### src/rtl/core/bbss_pkg.sv
// Package: constants, types and helpers shared by the seed selector modules.
package bbss_pkg;

	localparam int BoxGrid = 15;
	localparam int NumBox = BoxGrid * BoxGrid;
	localparam int BoxW = $clog2(NumBox);
	localparam int BinW = $clog2(BoxGrid);
	localparam int SlopeW = 24;
	localparam int PosW = 16;
	localparam int HeightW = 20;
	localparam int QuotaW = 11;
	localparam int EntryW = SlopeW + 2 * PosW + HeightW;
	localparam int ProdW = PosW + BinW + 1;
	localparam int CfgIdxW = 2;

	localparam logic [1:0] ACT_LOAD  = 2'd0;
	localparam logic [1:0] ACT_FETCH = 2'd1;
	localparam logic [1:0] ACT_CLEAR = 2'd2;

	localparam logic [CfgIdxW-1:0] REG_DESC    = 2'd0;
	localparam logic [CfgIdxW-1:0] REG_SAMPLES = 2'd1;
	localparam logic [CfgIdxW-1:0] REG_LINES   = 2'd2;
	localparam logic [CfgIdxW-1:0] REG_QUOTA   = 2'd3;

	typedef struct packed {
		logic [SlopeW-1:0]         slope;
		logic [PosW-1:0]           y;
		logic [PosW-1:0]           x;
		logic signed [HeightW-1:0] height;
	} entry_t;

	typedef struct packed {
		logic start;
		logic busy;
		logic done;
	} div_ctl_t;

endpackage

### src/rtl/core/bbss_bin.sv
// Restoring divider that turns a position into a clamped box column or row.
module bbss_bin (
	input  logic                          clk,
	input  logic                          arst_n,
	input  logic                          start,
	input  logic [bbss_pkg::PosW-1:0]     pos,
	input  logic [bbss_pkg::PosW-1:0]     extent,
	output logic                          done,
	output logic [bbss_pkg::BinW-1:0]     bin
);
	import bbss_pkg::*;

	localparam int CntW = $clog2(ProdW + 1);

	logic [ProdW-1:0] quo_q;
	logic [PosW:0]    rem_q;
	logic [PosW-1:0]  div_q;
	logic [CntW-1:0]  cnt_q;
	logic             run_q;
	logic [PosW:0]    trial;
	logic [PosW:0]    sub;

	assign trial = {rem_q[PosW-1:0], quo_q[ProdW-1]};
	assign sub   = trial - {1'b0, div_q};

	always_ff @(posedge clk or negedge arst_n) begin
		if (!arst_n) begin
			run_q <= 1'b0;
			cnt_q <= '0;
			done  <= 1'b0;
		end else begin
			done <= 1'b0;
			if (start) begin
				run_q <= 1'b1;
				cnt_q <= CntW'(ProdW);
			end else if (run_q) begin
				cnt_q <= cnt_q - 1'b1;
				if (cnt_q == CntW'(1)) begin
					run_q <= 1'b0;
					done  <= 1'b1;
				end
			end
		end
	end

	// one quotient bit per cycle
	always_ff @(posedge clk) begin
		if (start) begin
			quo_q <= ProdW'(pos) * ProdW'(BoxGrid);
			rem_q <= '0;
			div_q <= (extent == '0) ? PosW'(1) : extent;
		end else if (run_q) begin
			if (!sub[PosW]) begin
				rem_q <= sub;
				quo_q <= {quo_q[ProdW-2:0], 1'b1};
			end else begin
				rem_q <= trial;
				quo_q <= {quo_q[ProdW-2:0], 1'b0};
			end
		end
	end

	assign bin = (quo_q > ProdW'(BoxGrid - 1)) ? BinW'(BoxGrid - 1) : quo_q[BinW-1:0];
endmodule

### config.mk
export PLATFORM = sky130hd
export DESIGN_NAME = bbss_bin
export DESIGN_NICKNAME = d
export VERILOG_FILES = /design/src/rtl/core/bbss_pkg.sv /design/src/rtl/core/bbss_bin.sv
export SDC_FILE = /design/constraint.sdc
export NUM_CORES = 1
export LEC_CHECK = 0
export ABC_CLOCK_PERIOD_IN_PS = 3410
export BUFFER_PORTS_ARGS = -buffer_cell sky130_fd_sc_hd__buf_4
export CORE_ASPECT_RATIO = 1.75
export CORE_UTILIZATION = 60
export DETAILED_ROUTE_END_ITERATION = 12
export GPL_TIMING_DRIVEN = 0
export PLACE_DENSITY = 0.8
export SLEW_MARGIN = 20
export SYNTH_ARGS = -nofsm -noshare
export SYNTH_HDL_FRONTEND = slang
export SYNTH_SLANG_ARGS = --single-unit
export TNS_END_PERCENT = 20
### constraint.sdc
create_clock -name clk -period 3.41 [get_ports clk]
set_clock_uncertainty 0.05 [all_clocks]
set_input_delay 0.5115 -clock clk [delete_from_list [all_inputs] [get_ports clk]]
set_output_delay 0.5115 -clock clk [all_outputs]
set_load 0.05 [all_outputs]
Yosys cells after proc, flatten, opt, wreduce, memory -nomap -nowiden
Cells that the tools add are included.
- latch bits: 0
- memory bits (writable): 0
- output and inout port bits: 5
- memory bits (read-only): 0
- memories: 0
- bits of input ports: 35
- bits in registers: 60
- word-level logic and storage cells: 27
- divide/modulo/power cells: 0
- multiplexer cells: 13
- reduce and logical (&&, ||, !) cells: 2
- add/subtract/negate cells: 2
- order comparisons: 1
- bitwise operators: 0
- shifts and indexed selects: 0
- eq/ne operators: 1
- multipliers: 1
- operators with widths (operator ; count):
    $mux W20 ; 2
    $gt A21 B4 Y1 const B ; 1
    $mul A16 B4 Y20 const B ; 1
    $sub A17 B16 Y17 ; 1
    $logic_not A16 Y1 ; 1
    $mux W16 ; 1
    $mux W5 ; 2
    $mux W1 ; 7
    $eq A5 B1 Y1 const B ; 1
    $sub A5 B1 Y5 const B ; 1
    $mux W4 ; 1
    $reduce_bool A2 Y1 ; 1

Logic depth before layout (Yosys ltp)
- depth in word-level cells: 4
- mapped depth: 13
- mapped depth without buffers: 13

Least setup slack after synthesis
OpenSTA, ideal clock, no wires.
- kind: input to register
- start: input pos[6] (netlist name)
- end: register quo_q[13] (data pin)
- cell stages on the path: 13
- path slack: -0.304 ns
- library setup time: 0.260 ns
- buffers on the path: 0
- arrival time: 3.404 ns
- data required time: 3.100 ns
- cell sequence: inv_1 fa_1 fa_1 inv_1 ha_1 nand2_1 or4b_1 a21oi_1 nor3_1 nor2_1 o21ai_1 xor2_1 mux2_2
- longest elaborated chain between the ends: 2
- ends and longest elaborated chain (element ; RTL line ; source):
    start, declared ; bbss_bin.sv:6 ; input logic [bbss_pkg::PosW-1:0] pos,
    $mul A16 B4 Y20 ; bbss_bin.sv:49 ; quo_q <= ProdW'(pos) * ProdW'(BoxGrid);
    $mux W20 ; bbss_bin.sv:48 ; if (start) begin
    end signal, assigned ; bbss_bin.sv:49 ;
    end signal, assigned ; bbss_bin.sv:55 ; quo_q <= {quo_q[ProdW-2:0], 1'b1};
    end signal, assigned ; bbss_bin.sv:58 ; quo_q <= {quo_q[ProdW-2:0], 1'b0};
    end, declared ; bbss_bin.sv:15 ; logic [ProdW-1:0] quo_q;
Every way passes these cells.
A chain may end at the register's enable or synchronous reset.

Worst setup path in the final report
- start: input pos[6] (netlist name)
- end: register quo_q[17] (data pin)
Same word-level chain as after synthesis.

==> impl_summary.log <==
[metrics] most common library cell in the layout ignoring fill and taps: inv_1
[metrics] Clock Pin Slew Worst Setup and Hold Paths: around 0.050 ns
[metrics] Final Core Density: 75.64%
[metrics] kind of launch point of the worst setup path: primary input
[metrics] clock tree from TritonCTS: yes
[metrics] critical path endpoint: quo_q[17]
[metrics] sequential cell area fraction in the yosys report: about a third
[metrics] number of antenna violations at the first check in global routing: 0
[metrics] share of flip-flops with an asynchronous set or reset: a little under an eighth
[metrics] num rows: between 40 and 50
[metrics] normalized max-slew margin: about two fifths
[metrics] cell at the root of the clock tree: clkbuf_16
[metrics] data arrival time of the worst path: around 3.5 ns
[metrics] minimum setup slack among reg-to-reg paths: roughly 0.60 ns
[metrics] DRT iter0 DRCs: ~200
[metrics] initial core utilization: approximately 63%
[metrics] number of warnings issued by yosys: 0
[metrics] #FFs+latches synth: 60
[metrics] first-pass GRT wire length: roughly 19000 um
[metrics] total die area: just under 9000 um^2
[metrics] syn nets: between 600 and 700
[metrics] biggest fanout along the worst timing path: 4
[metrics] post-route total power: approximately 0.004 W
[metrics] highest clock frequency the design can meet: just under 0.3 GHz
[metrics] final setup margin: -0.05785 ns
[metrics] area of the placeable core: roughly 8000 um^2
[metrics] Post-Route WL: around 11000 um
[metrics] Mapped Area: roughly 5000 um^2
[metrics] via count of the first global-routing pass: approximately 4000
[metrics] element type at the critical path end: register
[metrics] Final min period: ~3.5 ns
[metrics] ratio of cells with drive above 1 in the final layout: between 20% and 30%
[metrics] diodes inserted: 0
[metrics] count of distinct cell types in the synthesized netlist: a little under 60
[metrics] TritonCTS Buffers: 9
[metrics] reg2reg start: quo_q[20]
[metrics] classification of the worst setup path: in2reg
[metrics] Final #Nets: slightly below 700
[metrics] number of remaining DRC errors: 0
[metrics] Clock Latency Late Sink: 0.34 ns
[metrics] number of levels in the clock H-tree: 3
[metrics] placed cell count: 643
[metrics] required time of the critical path: roughly 3.4 ns
[metrics] maximum root-to-sink buffer count: 2
[metrics] via count: around 3900
[metrics] number of slew-limit violations in the final report: 0
[metrics] synthesized area per cell: between 9 and 10 um^2
[metrics] failing checks: setup timing
[metrics] iteration count of the initial detailed-routing pass: 6
[metrics] PD cells: ~660 nW/um^2
[metrics] detail-routed via count per cell: slightly below 6
[metrics] worst setup timing slack at the placement stage: -0.5090 ns
[metrics] largest net degree at the start of global routing: 21
[metrics] worst slew pin tran: 0.9030 ns
[metrics] setup repair after global routing missed its margin: yes
[metrics] EDFF count, synth: 36
[metrics] Boundary Pins: 40
[metrics] global placer's final weighted congestion: between 0.9 and 1
[metrics] Sink Count: 60
[metrics] Hold/Removal Path Class: in2reg
[metrics] run status: complete, but fails checks
[metrics] number of buffers inserted by port buffering: 39
[metrics] count of endpoints failing setup in the final report: 3
[metrics] DP Wirelength: 8492 um
[metrics] DRT antenna net count: 0
[metrics] per-cell routed wire length: ~17 um
[metrics] non-filler cells, final: between 600 and 700
[metrics] GRT Resource Usage Total: between 20% and 30%
[metrics] number of instances in the synthesized netlist: about 510
[metrics] Period Utilization, post-route: 101.7%
[metrics] fill cell count: 534
[metrics] Critical path origin: pos[6]
[metrics] count of endpoints failing hold in the final timing report: 0
[metrics] layout overhead on the synthesized area: 20.86%
[metrics] leading cell types in the layout, fill and taps excluded: inv_1 (58), buf_4 (48), nor2_1 (44)
[metrics] worst flop-to-flop path endpoint: rem_q[7]
[metrics] largest vdd supply drop: 413.2 uV
[metrics] Horiz. Die Dim: ~71 um
[metrics] setup TNS after final layout: -0.1458 ns
[metrics] flip-flop cell with the highest count after synthesis: edfxtp_1
[metrics] Static Leakage: approximately 2.6 nW
[metrics] Worst Reg-to-Reg Cells: 12
[metrics] grt ovf: 0
[metrics] die boundary height: 122.6 um
[metrics] count of max-cap constraint violations: 0
-- registers in the layout, summed over array words and instances (netlist names) --
signal	count
cnt_q	5
run_q	1
rem_q	16
done	1
div_q	16
quo_q	21
-- cells by family after synthesis --
| group | share of synthesized area [%] |
|---|---|
| flip-flops | 32.04 |
| adder cells (fa/ha/maj) | 22.35 |
| multiplexers | 6.377 |
| XOR/XNOR | 5.423 |
| AO/OA/AOI/OAI | 13.91 |
| buffers and inverters | 7.708 |
| AND/OR/NAND/NOR | 12.20 |
-- stage by stage --
step,hold WS [ns],area (um^2)
floorplan,0.1659,5030
global placement,0.2790,5435
detailed placement,0.2809,5435
CTS,0.3864,5913
global route,0.3882,6023
finish,0.3908,6023
-- synth_stat cells (4+ instances only) --
master	n	area [um^2]
a211oi_1	12	90.09
a21o_1	12	90.09
a21oi_1	31	155.2
buf_1	4	15.01
clkbuf_1	19	71.32
dfrtp_1	7	175.2
dfxtp_1	17	340.3
edfxtp_1	36	1081
fa_1	30	600.6
ha_1	41	513.0
inv_1	72	270.3
mux2_2	14	157.7
mux2i_1	16	160.2
nand2_1	19	71.32
nand2b_1	8	50.05
nand3_1	7	35.03
nor2_1	46	172.7
nor2b_1	6	37.54
nor3_1	10	50.05
nor4_1	8	50.05
o21a_1	6	45.04
o21ai_0	12	60.06
o21ai_1	8	40.04
o21bai_1	4	30.03
xnor2_1	18	157.7
xor2_1	11	96.34
-- worst min-delay path by stage --
stage | start | slack [ns] | cells past startpoint | to
global placement | arst_n | 0.28 | 1 | done
CTS | extent[8] | 0.39 | 2 | div_q[8]
floorplan | arst_n | 0.17 | 0 | cnt_q[0]
finish | extent[11] | 0.39 | 2 | div_q[11]
detailed placement | arst_n | 0.28 | 1 | done
global route | extent[8] | 0.39 | 2 | div_q[8]
-- critical path, stage by stage --
cell and delay [ns]:
buf_4 0.09, clkinvlp_4 0.12, fa_1 0.51, fa_1 0.51
inv_2 0.05, ha_4 0.24, nand2_4 0.06, or4b_4 0.46
a21oi_4 0.21, nor3_4 0.07, a21oi_1 0.16, o21ai_1 0.10
xor2_1 0.15, mux2_4 0.26
-- routing by layer --
metal	up-vias	part of all wire (%)	GRT usage, %
met2	73	59	55.83
met1	1888	35	26.98
li1	1878	-	-
met4	0	4.8	15.25
met3	35	2.1	5.172
met5	-	0	0
-- layout make-up --
| class | instances | area [um^2] | area share (%) |
|---|---|---|---|
| multi-input cells | 356 | 3189 | 52.95 |
| flip-flops and latches | 60 | 1597 | 26.51 |
| repair buffers | 49 | 370.4 | 6.149 |
| inverters | 72 | 307.8 | 5.110 |
| clock buffers | 14 | 295.3 | 4.902 |
| plain buffers | 26 | 113.9 | 1.890 |
| well taps | 90 | 112.6 | 1.870 |
| clock inverters | 2 | 37.54 | 0.6232 |
-- power by group --
part,internal (W),switching [W],total (W)
clock network,0.000670,0.000323,0.000993
registers,0.000999,0.000122,0.00112
logic,0.000882,0.000994,0.00188
total,0.00255,0.00144,0.00399
-- timing repair --
action | 4_1_cts | 5_1_grt
hold endpoints to repair | 7 | 0
resized for setup | 18 | 23
setup buffers | 7 | 2
setup endpoints to repair | 8 | 9
pin swaps | 7 | 7
hold buffers | 1 | 0
Note: power is estimated with default switching activity, not from simulation.
