==> config.mk <==
export PLATFORM = sky130hd
export DESIGN_NAME = bbss_ram
export DESIGN_NICKNAME = d
export VERILOG_FILES = /design/src/rtl/core/bbss_ram.sv
export SDC_FILE = /design/constraint.sdc
export NUM_CORES = 1
export LEC_CHECK = 0
export ABC_AREA = 1
export ABC_CLOCK_PERIOD_IN_PS = 1900
export BUFFER_PORTS_ARGS = -buffer_cell sky130_fd_sc_hd__buf_2
export CORE_ASPECT_RATIO = 1.25
export CORE_MARGIN = 2
export CORE_UTILIZATION = 37
export DETAILED_ROUTE_END_ITERATION = 7
export HOLD_SLACK_MARGIN = 0.15
export MAX_ROUTING_LAYER = met4
export SYNTH_ARGS = -nofsm -noshare
export SYNTH_HDL_FRONTEND = slang
export SYNTH_SLANG_ARGS = --single-unit
==> constraint.sdc <==
create_clock -name clk -period 1.9 [get_ports clk]
set_input_delay 0.285 -clock clk [delete_from_list [all_inputs] [get_ports clk]]
set_output_delay 0.285 -clock clk [all_outputs]
set_load 0.01 [all_outputs]
==> src/rtl/core/bbss_ram.sv <==
// Generic single-port-write, single-port-read RAM with registered read data.
module bbss_ram #(
	parameter int Width = 8,
	parameter int Depth = 16
) (
	input  logic                     clk,
	input  logic                     we,
	input  logic [$clog2(Depth)-1:0] waddr,
	input  logic [Width-1:0]         wdata,
	input  logic [$clog2(Depth)-1:0] raddr,
	output logic [Width-1:0]         rdata
);
	logic [Width-1:0] mem [Depth];

	always_ff @(posedge clk) begin
		if (we) mem[waddr] <= wdata;
		rdata <= mem[raddr];
	end
endmodule

=== Word-level counts from Yosys, hierarchy flattened ===
Memories as Yosys holds them, arrays and structs flattened. A register that Yosys moved wholly into a read port is not among the register bits.
Cells that the tools add are included.

* Register bits after elaboration: 0
* Bits in writable memories: 128
* Input port bits: 18
* Logic and storage cells: 3
* Memories kept: 1

{| class="wikitable"
|+ Memory list
! name !! depth !! bits a word !! rd ports !! clocked after Yosys merged registers in !! write ports !! RTL line !! source
|-
| mem || 16 || 8 || 1 || 1 || 1 || 13 || <nowiki>logic [Width-1:0] mem [Depth];</nowiki>
|}

* Muxes and demuxes: 2

{| class="wikitable"
|+ Operators with widths
! operator !! count
|-
| 1-bit two-way mux || 2
|}

=== Depth between registers and ports, before layout ===
Gate-level depths: netlist of the first run.

* Word-level depth: 2
* Gate-level depth with buffers: 8
* Gate-level depth less buffers: 7

=== Least setup slack after synthesis of the first run ===
OpenSTA, ideal clock, no wires.

* Path kind: input-to-reg
* Start: input waddr[2]
* End: memory mem[10][0] (enable)
* Data arrival time: 0.866 ns
* Required time: 1.530 ns
* Slack: 0.664 ns
* Stages: 2
* Cells stage by stage: nand3b_1 > nor2_1

{| class="wikitable"
|+ RTL lines
! element !! RTL line !! source
|-
| start, declared || 8 || <nowiki>input logic [$clog2(Depth)-1:0] waddr,</nowiki>
|-
| end, declared || 13 ||
|}

No word-level cell before the write port.

=== Final worst setup path of the first run ===
* Start: register rdata[1] (read register of mem)
* End: output rdata[1]

{| class="wikitable"
|+ RTL lines
! element !! RTL line !! source
|-
| start, declared || 11 || <nowiki>output logic [Width-1:0] rdata</nowiki>
|}

No word-level cell between the ends.

==> out/results.ini, run 1 <==
[outcome]
status=complete, no violations

[power]
p_sw_mw=1.56
vdd_drop_max_v=0.000648
pwr-share-clk_pct=44.6
pwr-share-seq_pct=49.4
power_mw=6.84
p_leak_nw=2.90
pwr-share-comb_pct=6.1
p_int_mw=5.28
netSwitchingFraction_pct=22.8
power.density_nw_per_um2=1010

[critical_path]
crit_path_cell_trace=buf_2
crit_type=reg2out
path_buf_inv=1
critPathTopFamily=flip-flops
crit_fanout=1
cp_data_arrival_time_ns=0.96
required_ns=1.62
start_kind=flip-flop
slowest_delay_ns=0.39
worst_path_max_delay_cell=dfxtp_1
endpoint_kind=primary output

[timing]
setup_slack_ns=0.656
fin_setup_tns_ns=0
final_hold_viol_count=0
fin_skew_ns=0.00959
clock.fmax_mhz=804
final.period_utilization_pct=65.5
finalMaxSlewViolations=0
tightest_slew_ns=0.651
min_period_ns=1.24
rsz0062_at_grt=no
setup_viol=0
slew_headroom_pct=56.5

[die]
start_util_pct=37.3
core_um2=15400
dieWidth_um=116
rows=51
dieArea_um2=16600
io_pins=26
dieHeight_um=144

[clock_network]
cts_max_level=4
path_clk_slew_ns=0.06
cts_setup_buffers=0
numCtsBuffers=17
cts-resized-gates=0
cts_buffer_depth=2
clock_latency_ns=0.42
postCtsHoldBufs=0
cts-root-buf=clkbuf_16
cts_tree=built
cts_sinks=136

[placed_design]
dp_slack_ns=0.347
dp_hpwl_um=8290
io_buffers=25
place_congestion=0.821

[layout]
diodes=0
drive_gt1_share_pct=13.2
layout_commonest_cell=nand2_1
nets=612
final_cell_mix=nand2_1, edfxtp_1, inv_1, nand3_1, buf_2
area_growth_pct=16.9

[logic_synthesis]
synth.cell_area_um2=5770
synthCells=551
yosysSeqAreaShare_pct=69.4
synth-compound-area-share_pct=0
synthAdderAreaFrac_pct=0
yosys_warnings=0
avgSynthCellArea_um2=10.5
synthSimpleGateAreaFrac_pct=21.0
synth_top_family_by_area=simple AND/OR/NAND/NOR gates
yosysUniqueCellTypes=12
ys_ff_latch=136
synth.area.mux_share_pct=0
synth-xor-area-share_pct=0
synth_nets=569

[global_routing]
grt_max_degree=42
track_usage_pct=16.9
antenna_found_initial=0
grt_pass1_wl_um=19800
grt_overflow=0
grt_pass1_vias=3548

[detailed_routing]
route.vias.total=3757
wl_per_cell_um=15.6
postRouteWirelength_um=12800
ant_nets=0
drt_iter0_drc=372
first_pass_iters=6
drc=0
drt-vias-per-instance=4.59

[worst_hold_path]
hold_path.class=in2reg

[flow_run]
cap_violations=0

## flip-flops by register name (all words and copies together) (netlist names)
signal,count
mem,128
rdata,8
## Yosys cell counts
cell | count | area share [%]
inv_1 | 100 | 6.5
buf_1 | 1 | 0.065
edfxtp_1 | 128 | 67
nand3_1 | 97 | 8.4
nor2_1 | 17 | 1.1
inv_2 | 2 | 0.13
nand2_1 | 173 | 11
buf_6 | 6 | 1.2
buf_4 | 4 | 0.52
dfxtp_1 | 8 | 2.8
nand3b_1 | 2 | 0.26
buf_2 | 13 | 1.1
## worst paths after layout
check              from       end  slack (ns)  cells after the start
max            rdata[1]  rdata[1]        0.66                      1
min            raddr[3]  rdata[3]        0.22                      3
max reg2reg   mem[1][7]  rdata[7]        0.82                      6
min reg2reg  mem[10][7]  rdata[7]        0.67                      6
## power groups by stage
stage	clock, mW	sequential, mW	combinational (mW)
final	3.05	3.38	0.415
after global routing	3.23	3.38	0.464
after CTS	3.09	3.38	0.420
after detailed placement	0	3.44	0.419
after global placement	0	3.44	0.415
after floorplan	0	3.44	0.237
## cells by family (layout without fill, tap and decap cells)
group | after synthesis | in the layout
buffers and inverters | 126 | 182
flip-flops | 136 | 136
AND/OR/NAND/NOR | 289 | 289
## metal layers
| metal | wire (µm) | part of all wire, % | vias to the layer above | global-route usage, % |
|---|---|---|---|---|
| li1 | - | - | 1860 | - |
| met1 | 5510 | 43 | 1776 | 21.2 |
| met2 | 6450 | 50 | 97 | 26.6 |
| met3 | 461 | 3.6 | 24 | 3.16 |
| met4 | 358 | 2.8 | 0 | 7.83 |
| met5 | 0 | 0 | - | - |
## cell type report
| cell class | instances | area, µm² |
|---|---|---|
| clock buffer | 18 | 429 |
| clock inverter | 14 | 126 |
| fill | 1486 | 8700 |
| inverter | 102 | 383 |
| multi-input combinational | 289 | 1210 |
| sequential | 136 | 4000 |
| tap | 212 | 265 |
| timing repair buffer | 48 | 323 |
## metrics by stage
| step | hold WS (ns) | instance area, µm² | cells | util (%) |
|---|---|---|---|---|
| global route | 0.226 | 6740 | 819 | 43.7 |
| finish | 0.221 | 6740 | 819 | 43.7 |
| global placement | 0.651 | 6190 | 787 | 40.1 |
| CTS | 0.216 | 6740 | 819 | 43.7 |
| detailed placement | 0.653 | 6190 | 787 | 40.1 |
| floorplan | 0.384 | 5770 | 551 | - |
Power figures use the tool's default switching activity.
==> run 2: changes to the inputs <==
- ABC_AREA: 1 -> 0
- ABC_CLOCK_PERIOD_IN_PS: 1900 -> 1170
- clock period: 1.9 -> 1.17 ns (I/O delays scaled with it)
==> out/results.ini, run 2 <==
[critical_path]
reg2reg_depth=3  ; was 6
worst_path_max_delay_cell=mux4_2  ; was dfxtp_1
crit_fanout=1  ; unchanged
rr_endpoint=rdata[4]  ; was rdata[7]
start_kind=flip-flop  ; unchanged
cp_data_arrival_time_ns=1.54  ; was 0.96 ns
slowest_delay_ns=0.47  ; was 0.39 ns
r2r-start=mem[1][4]  ; was mem[1][7]
critPathTopFamily=multiplexers  ; was flip-flops
crit_type=reg2reg  ; was reg2out
path_buf_inv=0  ; was 1
rrSetupSlack_ns=-0.09  ; was 0.82 ns
required_ns=1.45  ; was 1.62 ns
endpoint_kind=flip-flop  ; was primary output
crit_path_cell_trace=mux4_2, a22oi_2, nand2_1  ; was buf_2

[timing]
rsz0062_at_grt=yes  ; was no
final.period_utilization_pct=107
setup_slack_ns=-0.0873  ; was 0.656 ns
fin_skew_ns=0.00399  ; was 0.00959 ns
final_hold_viol_count=0  ; unchanged
min_period_ns=1.26
hold-worst-slack_ns=0.165  ; was 0.221 ns
setup_viol=8  ; was 0
finalMaxSlewViolations=0  ; unchanged
clock.fmax_mhz=795
slew_headroom_pct=36.2  ; was 56.5%
tightest_slew_ns=0.954  ; was 0.651 ns

[logic_synthesis]
synth-main-ff-cell=edfxtp_1  ; unchanged
ys_ff_latch=136  ; unchanged
synth_area_leader_cell=edfxtp_1  ; unchanged
synth_edf_count=128  ; unchanged
avgSynthCellArea_um2=22.5  ; was 10.5 µm²
yosysSeqAreaShare_pct=77.8  ; was 69.4%
yosys_warnings=0  ; unchanged
synth.cell_area_um2=5150  ; was 5770 µm²
synth.most_common_cell=edfxtp_1  ; was nand2_1
synthTopCellsByCount=edfxtp_1, mux4_2, a22oi_1  ; was nand2_1, edfxtp_1, inv_1
synthCells=229  ; was 551
async_flop_share_pct=0  ; unchanged
synth_top_cells_by_area=edfxtp_1, mux4_2, mux4_1  ; was edfxtp_1, nand2_1, nand3_1
synth.top_cell.area_share_pct=74.7  ; was 66.7%
synth_nets=247  ; was 569
yosysUniqueCellTypes=19  ; was 12

[die]
rows=48  ; was 51
dieWidth_um=109  ; was 116 µm
io_pins=26  ; unchanged
dieArea_um2=14900  ; was 16,600 µm²
dieHeight_um=136  ; was 144 µm
start_util_pct=37.6  ; was 37.3%
core_um2=13700  ; was 15,400 µm²

[detailed_routing]
ant_nets=0  ; unchanged
first_pass_iters=6  ; unchanged
wl_per_cell_um=20.4  ; was 15.6 µm
drc=0  ; unchanged
met3_wirelength_um=379  ; was 461 µm
drt-vias-per-instance=4.99  ; was 4.59
top_layer=met4  ; unchanged
postRouteWirelength_um=9950  ; was 12,800 µm
wl_met2_um=5350  ; was 6450 µm
drt_iter0_drc=100  ; was 372
routedLengthMet1_um=4050  ; was 5510 µm
route.vias.total=2440  ; was 3,757

[power]
pwr-share-clk_pct=47.2  ; was 44.6%
p_sw_mw=2.14  ; was 1.56 mW
power_mw=11.5  ; was 6.84 mW
vdd_drop_max_v=0.00102  ; was 0.000648 V
netSwitchingFraction_pct=18.6  ; was 22.8%
pwr-share-comb_pct=5.2  ; was 6.1%
power.density_nw_per_um2=1800  ; was 1010 nW/µm²
pwr-share-seq_pct=47.6  ; was 49.4%
p_leak_nw=2.16  ; was 2.90 nW
p_int_mw=9.38  ; was 5.28 mW

[placed_design]
placedCellCount=456  ; was 787
io_buffers=25  ; unchanged
place_congestion=0.742  ; was 0.821
dp_hpwl_um=6750  ; was 8290 µm

[layout]
drive_gt1_share_pct=43.9  ; was 13.2%
area_growth_pct=24.4  ; was 16.9%
final_cell_mix=edfxtp_1, buf_4, mux4_2, buf_2, clkbuf_16  ; was nand2_1, edfxtp_1, inv_1, nand3_1, buf_2
finalNonFillerCells=489  ; was 819
layout_commonest_cell=edfxtp_1  ; was nand2_1
diodes=0  ; unchanged
fin_util_pct=46.7  ; was 43.7%
largestRegisters=mem (128), rdata (8)  ; unchanged
largest_register_ffs=128  ; unchanged
nets=319  ; was 612
fillers=1144  ; was 1,486
max_flop_register=mem  ; unchanged

[worst_hold_path]
min_path_cells=1  ; was 3
min_to=mem[6][4]  ; was rdata[3]
hold_path.class=in2reg  ; unchanged
min_from=wdata[4]  ; was raddr[3]

[clock_network]
cts_buffer_depth=2  ; unchanged
cts_setup_buffers=0  ; unchanged
cts_max_level=4  ; unchanged
cts-root-buf=clkbuf_16  ; unchanged
cts_sinks=136  ; unchanged
cts_tree=built  ; unchanged
clock_latency_ns=0.40  ; was 0.42 ns
numCtsBuffers=17  ; unchanged
path_clk_slew_ns=0.05  ; was 0.06 ns

[global_routing]
grt_max_degree=17  ; was 42
track_usage_pct=15.5  ; was 16.9%
grt_pass1_vias=2699  ; was 3,548
grt_overflow=0  ; unchanged
grt_pass1_wl_um=15400  ; was 19,800 µm
antenna_found_initial=0  ; unchanged

[outcome]
status=finished, violations left  ; was complete, no violations
violations=setup timing

[flow_run]
cap_violations=0  ; unchanged

==> run 2: timing repair <==
action	in CTS	in global routing
cloned	0	0
resized for setup	8	2
hold buffers	1	0
setup endpoints to repair	8	8
hold endpoints to repair	2	0
pin swaps	4	5
==> run 2: worst reg2reg max path, cell delays in order, from the launching register on <==
cell,delay [ns]
edfxtp_1,0.36
mux4_2,0.47
a22oi_2,0.22
nand2_1,0.09
==> run 2: how the worst max path moves through the flow <==
stage	start	endpoint	slack [ns]	cells after the start
detailed placement	raddr[0]	rdata[5]	-0.43	5
CTS	mem[9][0]	rdata[0]	-0.11	3
global placement	raddr[0]	rdata[5]	-0.42	5
global route	mem[3][0]	rdata[0]	-0.15	3
finish	mem[1][4]	rdata[4]	-0.09	3
floorplan	waddr[2]	mem[0][0]	-0.14	2
==> run 2: cells by family after synthesis <==
logic type             share of synthesized area [%]
AND/OR/NAND/NOR                                 3.18
flip-flops                                      77.8
AO/OA/AOI/OAI                                   2.33
multiplexers                                    15.0
buffers and inverters                           1.68
==> run 2: stage by stage <==
step / cell area, µm² / setup WS (ns) / TNS, ns
after floorplan: 5180 / -0.139 / -1.63
after global placement: 5740 / -0.421 / -21.33
after detailed placement: 5740 / -0.432 / -23.20
after CTS: 6390 / -0.109 / -0.673
after global routing: 6400 / -0.152 / -0.953
final: 6400 / -0.0873 / -0.530
==> run 2: area by class of cell <==
cell class / count / area (µm²) / share of cell area, %
well taps: 175 / 219 / 3.42
clock buffers: 23 / 468 / 7.31
flip-flops and latches: 136 / 4000 / 62.5
repair buffers: 63 / 463 / 7.23
clock inverters: 9 / 146 / 2.29
multi-input cells: 83 / 1100 / 17.2
==> run 2: power by group through the flow <==
stage | Combinational, mW | Clock, mW | Sequential [mW]
2_1_floorplan | 0.310 | 0 | 5.59
3_3_place_gp | 0.569 | 0 | 5.58
3_5_place_dp | 0.582 | 0 | 5.58
4_1_cts | 0.605 | 5.54 | 5.48
5_1_grt | 0.650 | 5.76 | 5.49
6_report | 0.595 | 5.44 | 5.48
==> run 2: per-layer routing <==
metal	global-route usage, %	up-vias
li1	-	1104
met1	18.2	1266
met2	25.8	57
met3	3.79	13
met4	6.05	0
met5	-	-
==> run 3: changes to the inputs <==
- BUFFER_PORTS_ARGS: -buffer_cell sky130_fd_sc_hd__buf_2 -> -buffer_cell sky130_fd_sc_hd__buf_4
- CTS_BUF_LIST: default -> sky130_fd_sc_hd__clkbuf_16
- SETUP_SLACK_MARGIN: default -> 0.1
==> out/results.ini, run 3 (same netlist as run 2, synthesis figures left out) <==
[die]
start_util_pct=37.6  ; unchanged
dieWidth_um=109  ; unchanged
rows=48  ; unchanged
io_pins=26  ; unchanged
dieArea_um2=14900  ; unchanged
core_um2=13700  ; unchanged
dieHeight_um=136  ; unchanged

[critical_path]
required_ns=1.47  ; was 1.45 ns
start_kind=flip-flop  ; unchanged
rrSetupSlack_ns=-0.12  ; was -0.09 ns
reg2reg_depth=3  ; unchanged
crit_fanout=1  ; unchanged
rr_endpoint=rdata[1]  ; was rdata[4]
timing.critical_path.to=rdata[1]  ; was rdata[4]
r2r-start=mem[3][1]  ; was mem[1][4]
cp_data_arrival_time_ns=1.58  ; was 1.54 ns
startpoint=mem[3][1]  ; was mem[1][4]
endpoint_kind=flip-flop  ; unchanged
crit_type=reg2reg  ; unchanged

[global_routing]
grt_max_degree=18  ; was 17
grt_overflow=0  ; unchanged
met2_usage_pct=25.2  ; was 25.8%
grt.met3_usage_pct=4.31  ; was 3.79%
grt_pass1_wl_um=15700  ; was 15,400 µm
track_usage_pct=15.8  ; was 15.5%
grt-busiest-layer=met2  ; unchanged
grt_pass1_vias=2648  ; was 2,699
antenna_found_initial=0  ; unchanged
met1_usage_pct=19.4  ; was 18.2%

[timing]
min_period_ns=1.29  ; was 1.26 ns
final.period_utilization_pct=110  ; was 107%
fin_skew_ns=0.00696  ; was 0.00399 ns
setup_slack_ns=-0.117  ; was -0.0873 ns
rsz0062_at_grt=yes  ; unchanged
finalMaxSlewViolations=0  ; unchanged
tightest_slew_ns=0.861  ; was 0.954 ns
clock.fmax_mhz=777  ; was 795 MHz
setup_viol=8  ; unchanged
final_hold_viol_count=0  ; unchanged
slew_headroom_pct=42.4  ; was 36.2%

[placed_design]
io_buffers=25  ; unchanged
dp_hpwl_um=6630  ; was 6750 µm
dp_slack_ns=-0.336  ; was -0.432 ns
place_congestion=0.728  ; was 0.742
placedCellCount=453  ; was 456

[outcome]
violations=setup timing  ; unchanged
status=finished, violations left  ; unchanged

[clock_network]
cts_tree=built  ; unchanged
cts_max_level=4  ; unchanged
cts_buffer_depth=2  ; unchanged
cts_sinks=136  ; unchanged
clock_latency_ns=0.41  ; was 0.40 ns
cts-root-buf=clkbuf_16  ; unchanged
cts_setup_buffers=0  ; unchanged
numCtsBuffers=17  ; unchanged
path_clk_slew_ns=0.06  ; was 0.05 ns

[layout]
max_flop_register=mem  ; unchanged
fillers=1143  ; was 1,144
drive_gt1_share_pct=44.7  ; was 43.9%
nets=323  ; was 319
finalNonFillerCells=493  ; was 489
final_cell_mix=edfxtp_1, buf_4, mux4_2, clkbuf_16, buf_12  ; was edfxtp_1, buf_4, mux4_2, buf_2, clkbuf_16
layout_commonest_cell=edfxtp_1  ; unchanged
area_growth_pct=28.7  ; was 24.4%
largest_register_ffs=128  ; unchanged
fin_util_pct=48.4  ; was 46.7%
largestRegisters=mem (128), rdata (8)  ; unchanged
diodes=0  ; unchanged

[power]
vdd_drop_max_v=0.000955  ; was 0.00102 V
p_leak_nw=2.20  ; was 2.16 nW
power_mw=11.3  ; was 11.5 mW
power.density_nw_per_um2=1710  ; was 1800 nW/µm²

[detailed_routing]
drt_iter0_drc=190  ; was 100
first_pass_iters=4  ; was 6
route.vias.total=2490  ; was 2,440
postRouteWirelength_um=9990  ; was 9950 µm
ant_nets=0  ; unchanged
drt-vias-per-instance=5.05  ; was 4.99
drc=0  ; unchanged
wl_per_cell_um=20.3  ; was 20.4 µm

[worst_hold_path]
hold_path.class=in2reg  ; unchanged

[flow_run]
cap_violations=0  ; unchanged

[run 3: cell count changes in the layout (fill, tap and decap cells not counted), sizes merged]
| cell | change |
|---|---|
| clkinvlp | +3 |
| dlygate4sd3 | +7 |
| inv | +1 |
| buf | -3 |
| bufinv | -1 |
| clkinv | +3 |
| clkbuf | -6 |
[run 3: cell type report]
class,count,area (µm²),share of cell area (%)
Clock buffer,17,425,6.42
Clock inverter,15,161,2.44
Multi-Input combinational cell,83,1120,16.9
Sequential cell,136,4010,60.5
Tap cell,175,219,3.31
Timing Repair Buffer,67,693,10.5
[run 3: worst max-delay path, cell delays in order (launching register included)]
cell and delay [ns]:
edfxtp_1 0.37, mux4_2 0.47, a22oi_1 0.27, nand2_1 0.08
[run 3: where the power goes]
group | internal (mW) | switching, mW
logic | 0.335 | 0.335
registers | 5.45 | 0.0331
clock network | 3.31 | 1.88
total | 9.09 | 2.25
[run 3: repair_timing]
action / 4_1_cts / 5_1_grt
endpoints found under the hold margin: 128 / 0
endpoints found under the setup margin: 9 / 10
hold buffers: 8 / 0
pin swaps: 3 / 2
resized for setup: 5 / 6
[run 3: how the worst min path moves through the flow]
stage	startpoint	endpoint	slack, ns	cells after the start
after global placement	wdata[5]	mem[6][5]	0.47	1
after global routing	raddr[1]	rdata[4]	0.23	4
after detailed placement	wdata[5]	mem[6][5]	0.49	1
after floorplan	wdata[0]	mem[0][0]	0.27	0
after CTS	raddr[1]	rdata[4]	0.22	4
final	raddr[1]	rdata[4]	0.22	4
[run 3: metrics by stage]
stage,instance area (µm²),TNS (ns),hold WS [ns]
floorplan,5220,-2.43,0.274
global placement,5920,-19.70,0.474
detailed placement,5920,-20.31,0.492
CTS,6600,-0.601,0.216
global route,6620,-0.849,0.229
finish,6620,-0.579,0.224
[run 3: metal layers]
layer  part of all wire [%]  up-vias
li1                       -     1113
met1                     42     1298
met2                     52       67
met3                    4.3       12
met4                    1.6        0
met5                      0        -
